**src/design/lpht_pkg.sv**
```systemverilog
// ----------------------------------------------------------------------------
// lpht_pkg
// shared types, request and status codes for the linear probe hash table
// ----------------------------------------------------------------------------
package lpht_pkg;

    localparam int CAPACITY_DEF      = 1021;
    localparam int MAX_KEY_BYTES_DEF = 32;
    localparam int KEY_WORDS         = 4;

    typedef enum logic [1:0] {
        REQ_INSERT = 2'd0,
        REQ_LOOKUP = 2'd1,
        REQ_SET    = 2'd2,
        REQ_REMOVE = 2'd3
    } req_t;

    typedef enum logic [1:0] {
        ST_INSERTED  = 2'd0,
        ST_PRESENT   = 2'd1,
        ST_NOT_FOUND = 2'd2,
        ST_FULL      = 2'd3
    } status_t;

    typedef struct packed {
        logic [1:0]  req_type;
        logic [5:0]  key_len;
        logic [63:0] key_w0;
        logic [63:0] key_w1;
        logic [63:0] key_w2;
        logic [63:0] key_w3;
        logic [31:0] value_in;
    } in_word_t;

    typedef struct packed {
        logic [1:0]  status;
        logic        found;
        logic [31:0] value_out;
    } out_word_t;

endpackage

```
**src/design/lpht_hash.sv**
```systemverilog
// ----------------------------------------------------------------------------
// lpht_hash
// sdbm hash, one byte per cycle, then modulo by reciprocal multiply and fixup
// ----------------------------------------------------------------------------
module lpht_hash #(
    parameter int CAPACITY      = lpht_pkg::CAPACITY_DEF,
    parameter int MAX_KEY_BYTES = lpht_pkg::MAX_KEY_BYTES_DEF,
    localparam int IW = $clog2(CAPACITY)
) (
    input  logic                        clk,
    input  logic                        rst_n,
    input  logic                        start,
    input  logic [5:0]                  len,
    input  logic [8*MAX_KEY_BYTES-1:0]  key,
    output logic                        done,
    output logic [IW-1:0]               index
);

    typedef enum logic [2:0] { H_IDLE, H_BYTE, H_MUL, H_SUB, H_FIX } hstate_t;

    // quotient estimate is product >> QS, low by at most one
    localparam int          QS    = 32 + IW;
    localparam logic [32:0] RECIP = 33'((64'd1 << QS) / CAPACITY);

    hstate_t      state_reg;
    logic [31:0]  h_reg;
    logic [5:0]   cnt_reg;
    logic [64:0]  prod_reg;
    logic [31:0]  b_ext;
    logic [7:0]   b;
    logic [31:0]  qc;

    assign b     = key[cnt_reg[$clog2(MAX_KEY_BYTES)-1:0]*8 +: 8];
    assign b_ext = {{24{b[7]}}, b};
    assign qc    = 32'(prod_reg[64:QS]) * 32'(CAPACITY);
    assign index = h_reg[IW-1:0];

    always_ff @(posedge clk or negedge rst_n)
    begin
        if (!rst_n)
        begin
            state_reg <= H_IDLE;
            done      <= 1'b0;
            h_reg     <= '0;
            cnt_reg   <= '0;
            prod_reg  <= '0;
        end
        else
        begin
            done <= 1'b0;
            case (state_reg)
                H_IDLE:
                begin
                    if (start)
                    begin
                        h_reg     <= '0;
                        cnt_reg   <= '0;
                        state_reg <= (len == 6'd0) ? H_MUL : H_BYTE;
                    end
                end
                H_BYTE:
                begin
                    h_reg   <= b_ext + (h_reg << 6) + (h_reg << 16) - h_reg;
                    cnt_reg <= cnt_reg + 6'd1;
                    if (cnt_reg + 6'd1 == len)
                    begin
                        state_reg <= H_MUL;
                    end
                end
                H_MUL:
                begin
                    prod_reg  <= 65'(h_reg) * 65'(RECIP);
                    state_reg <= H_SUB;
                end
                H_SUB:
                begin
                    h_reg     <= h_reg - qc;
                    state_reg <= H_FIX;
                end
                H_FIX:
                begin
                    if (h_reg >= 32'(CAPACITY))
                    begin
                        h_reg <= h_reg - 32'(CAPACITY);
                    end
                    state_reg <= H_IDLE;
                    done      <= 1'b1;
                end
                default: state_reg <= H_IDLE;
            endcase
        end
    end

endmodule

```
**config.mk**
```make
export PLATFORM = sky130hd
export DESIGN_NAME = lpht_hash
export DESIGN_NICKNAME = d
export VERILOG_FILES = /design/src/design/lpht_pkg.sv /design/src/design/lpht_hash.sv
export SDC_FILE = /design/constraint.sdc
export NUM_CORES = 2
export LEC_CHECK = 0
export ABC_CLOCK_PERIOD_IN_PS = 8900
export BUFFER_PORTS_ARGS = -buffer_cell sky130_fd_sc_hd__buf_2
export CORE_ASPECT_RATIO = 0.9
export CORE_UTILIZATION = 40
export CTS_BUF_LIST = sky130_fd_sc_hd__clkbuf_4
export DETAILED_ROUTE_END_ITERATION = 12
export GPL_ROUTABILITY_DRIVEN = 0
export PLACE_DENSITY = 0.69
export SETUP_SLACK_MARGIN = 0.02
export SLEW_MARGIN = 20
export SYNTH_ARGS = -nofsm -noshare
export SYNTH_HDL_FRONTEND = slang
export SYNTH_SLANG_ARGS = --single-unit
```
**constraint.sdc**
```tcl
create_clock -name clk -period 8.9 [get_ports clk]
set_input_delay 1.78 -clock clk [delete_from_list [all_inputs] [get_ports clk]]
set_output_delay 1.78 -clock clk [all_outputs]
set_load 0.005 [all_outputs]
```
==> results.py <==
metrics = {
    "synthesis": {
        "yosys.cell_count.top_type": "inv_1",
        "ys_ff_latch": 65,
        "synthFlopType": "dfrtp_1",
        "synth_top_family_by_area": "adder cells",
        "ys_types": 78,
        "yosys.area_share.simple": 0.0660,
        "netlist_instances": 2856,
        "yosysWarnings": 0,
        "synth_area_leaders": "fa_1 (28%), ha_1 (26%), inv_1 (10%)",
        "yosysTopAreaCell": "fa_1",
        "synth_top_area_frac": 0.278,
        "synth_edf_count": 0,
        "synth-compound-area-share": 0.131,
        "synthAdderAreaFrac": 0.539,
        "synth_xor_area_frac": 0.0368,
        "synthMuxAreaShare": 0.0516,
        "netlist_area_um2": 26400,
        "yosys-top-cells-count": "inv_1 (713), ha_1 (552), fa_1 (366), nand2_1 (146), a21oi_1 (125)",
        "synth.net_count": 4039,
        "syn_avg_cell_area_um2": 9.24,
        "synth-async-reset-ratio": 1.00,
        "seq_area_frac_synth": 0.0616,
    },
    "setup_path": {
        "crit_required_ns": 9.32,
        "ff2ff_setup_slack_ns": 1.39,
        "cp_cell_sequence": "inv_1, ha_1, ha_1, ha_1, inv_1, fa_1, inv_1, fa_1, fa_1, fa_1, inv_1, fa_1, inv_1, ha_1, nand3_1, nor4_1, nand4_1, a211oi_1, o31ai_2, a21oi_2, a41oi_2, nand4b_1, o211ai_1",
        "cp_max_fo": 13,
        "cp.arrival_ns": 7.92,
        "reg2reg_from": "h_reg[12]$_DFFE_PN0P_",
        "ff2ff_path_depth": 23,
        "critPathKind": "flip-flop to flip-flop",
        "timing.rr.end": "prod_reg[61]$_DFFE_PN0N_",
        "cpPeakStageDelay_ns": 0.93,
        "crit_path_start_kind": "flip-flop",
        "cp-end-kind": "flip-flop",
        "cp_slowest_cell": "dfrtp_1",
    },
    "floorplan": {
        "initial_utilization": 0.408,
        "core_um2": 64600,
        "die_x_um": 273,
        "die_area_um2": 67000,
        "fp-row-count": 88,
        "io_pins": 276,
        "die_h_um": 246,
    },
    "clock_network": {
        "post_cts_resized": 0,
        "clock_latency_ns": 0.58,
        "clk_pin_slew_ns": 0.16,
        "post_cts_buffers": 0,
        "cts_made_buffers": 9,
        "ctsLongestPathBuffers": 2,
        "cts-root-buf": "clkbuf_4",
        "tritoncts": "built",
        "htreeDepth": 3,
        "cts_hold_repair.buffers": 0,
        "cts_sinks": 65,
    },
    "timing": {
        "fin_crit_ns": 7.51,
        "fin_crit_sh": 0.843,
        "drv_slew": 0,
        "finalSetupViolations": 0,
        "hold_viol_final": 0,
        "layout_setup_ws_ns": 1.39,
        "clock.fmax_mhz": 133,
        "grt_setup_unrepaired": "no",
        "relSlewSlack": 0.271,
        "tns_ns": 0,
        "tightest_slew_ns": 1.09,
        "skew_ns": 0.0338,
    },
    "final_layout": {
        "drive_above_1_share": 0.120,
        "utilization": 0.449,
        "largest_register_ffs": 32,
        "areaGrowthSynthToFinish_pct": 9.99,
        "design_area_um2": 29000,
        "fin_nets": 4290,
    },
    "grt": {
        "grt_max_degree": 70,
        "grt_pass1_wl_um": 128000,
        "grtUsageTotal": 0.252,
        "first_global_vias": 21800,
        "globalRouteOverflowTotal": 0,
        "grt_antenna_before_repair": 10,
    },
    "placed_design": {
        "dp_hpwl_um": 68900,
        "placed_area_um2": 28800,
        "pre_cts_ws_ns": 1.41,
        "port_buffers": 275,
    },
    "drt": {
        "drt-initial-drc-count": 1779,
        "wl_per_cell_um": 20.8,
        "ant_nets": 0,
        "drc": 0,
        "vias": 21500,
        "m1WireLength_um": 34400,
        "viasPerCell": 5.41,
        "wl_um": 82700,
        "first_pass_iters": 6,
        "met3_length_um": 7070,
        "met2_length_um": 37900,
        "dr.max_layer_used": "met4",
    },
    "min_path": {
        "hp-start": "cnt_reg[5]$_DFFE_PN0P_",
        "holdPathEnd": "cnt_reg[5]$_DFFE_PN0P_",
        "hold_path_class": "flip-flop to flip-flop",
        "min_path_cells": 2,
    },
    "run_status": {
        "status": "finished, final reports clean",
    },
    "job": {
        "maxCapViolations": 0,
    },
}
final cells by class:
class                           instances  area (um2)
Clock buffer                            9        67.6
Multi-Input combinational cell       2009       21800
Fill cell                            6209       35600
Tap cell                              855        1070
Timing Repair Buffer                  308        1660
Sequential cell                        65        1630
Antenna cell                            8        20.0
Inverter                              714        2680
Clock inverter                          7         125
critical path: cells and delay by family (launching register included):
| kind | cells | cell delay, ns |
|---|---|---|
| AOI/OAI and AO/OA | 5 | 1.37 |
| adders and majority gates | 9 | 3.63 |
| buffers and inverters | 5 | 0.58 |
| DFF | 1 | 0.93 |
| and+or+nand+nor | 4 | 0.82 |
cells by family after synthesis:
kind of cell,after synthesis
fa+ha+maj,918
buf+inv,782
compound gates,515
simple gates,369
xor+xnor,111
mux,96
flops,65
per-stage QoR:
stage / std cells / hold WS (ns)
6_report: 3975 / 0.526
5_1_grt: 3975 / 0.588
4_1_cts: 3966 / 0.528
3_5_place_dp: 3950 / 0.494
3_3_place_gp: 3950 / 0.485
2_1_floorplan: 2856 / 0.469
worst max path at each step:
| stage | startpoint | to | slack, ns | cells after the start |
|---|---|---|---|---|
| 3_3_place_gp | h_reg[12]$_DFFE_PN0P_ | prod_reg[61]$_DFFE_PN0N_ | 1.41 | 23 |
| 4_1_cts | h_reg[12]$_DFFE_PN0P_ | prod_reg[61]$_DFFE_PN0N_ | 1.34 | 23 |
| 5_1_grt | h_reg[12]$_DFFE_PN0P_ | prod_reg[62]$_DFFE_PN0N_ | 1.05 | 23 |
| 3_5_place_dp | h_reg[12]$_DFFE_PN0P_ | prod_reg[61]$_DFFE_PN0N_ | 1.41 | 23 |
| 6_report | h_reg[12]$_DFFE_PN0P_ | prod_reg[61]$_DFFE_PN0N_ | 1.39 | 23 |
| 2_1_floorplan | key[159] | h_reg[30]$_DFFE_PN0P_ | 1.39 | 17 |
cells in the final DEF, fill, tap and decap left out, types with 34 or more instances in the layout:
| cell | instances |
|---|---|
| ha_1 | 552 |
| nand3_1 | 34 |
| o21ai_0 | 100 |
| mux2i_1 | 64 |
| a21o_1 | 58 |
| o221ai_1 | 40 |
| nor2_1 | 63 |
| xnor2_1 | 84 |
| dfrtp_1 | 63 |
| buf_2 | 274 |
| fa_1 | 366 |
| a21oi_1 | 124 |
| nand2_1 | 146 |
| inv_1 | 713 |
| o22ai_1 | 34 |
metal layers:
| metal | up-vias | GRT usage |
|---|---|---|
| met5 | - | 0 |
| met4 | 0 | 0.106 |
| met3 | 136 | 0.0492 |
| met2 | 937 | 0.407 |
| met1 | 10400 | 0.328 |
| li1 | 9984 | - |
Power is left out: the tool's default activity adds up to more than one toggle a clock period on the data nets, which glitch-free logic cannot reach.
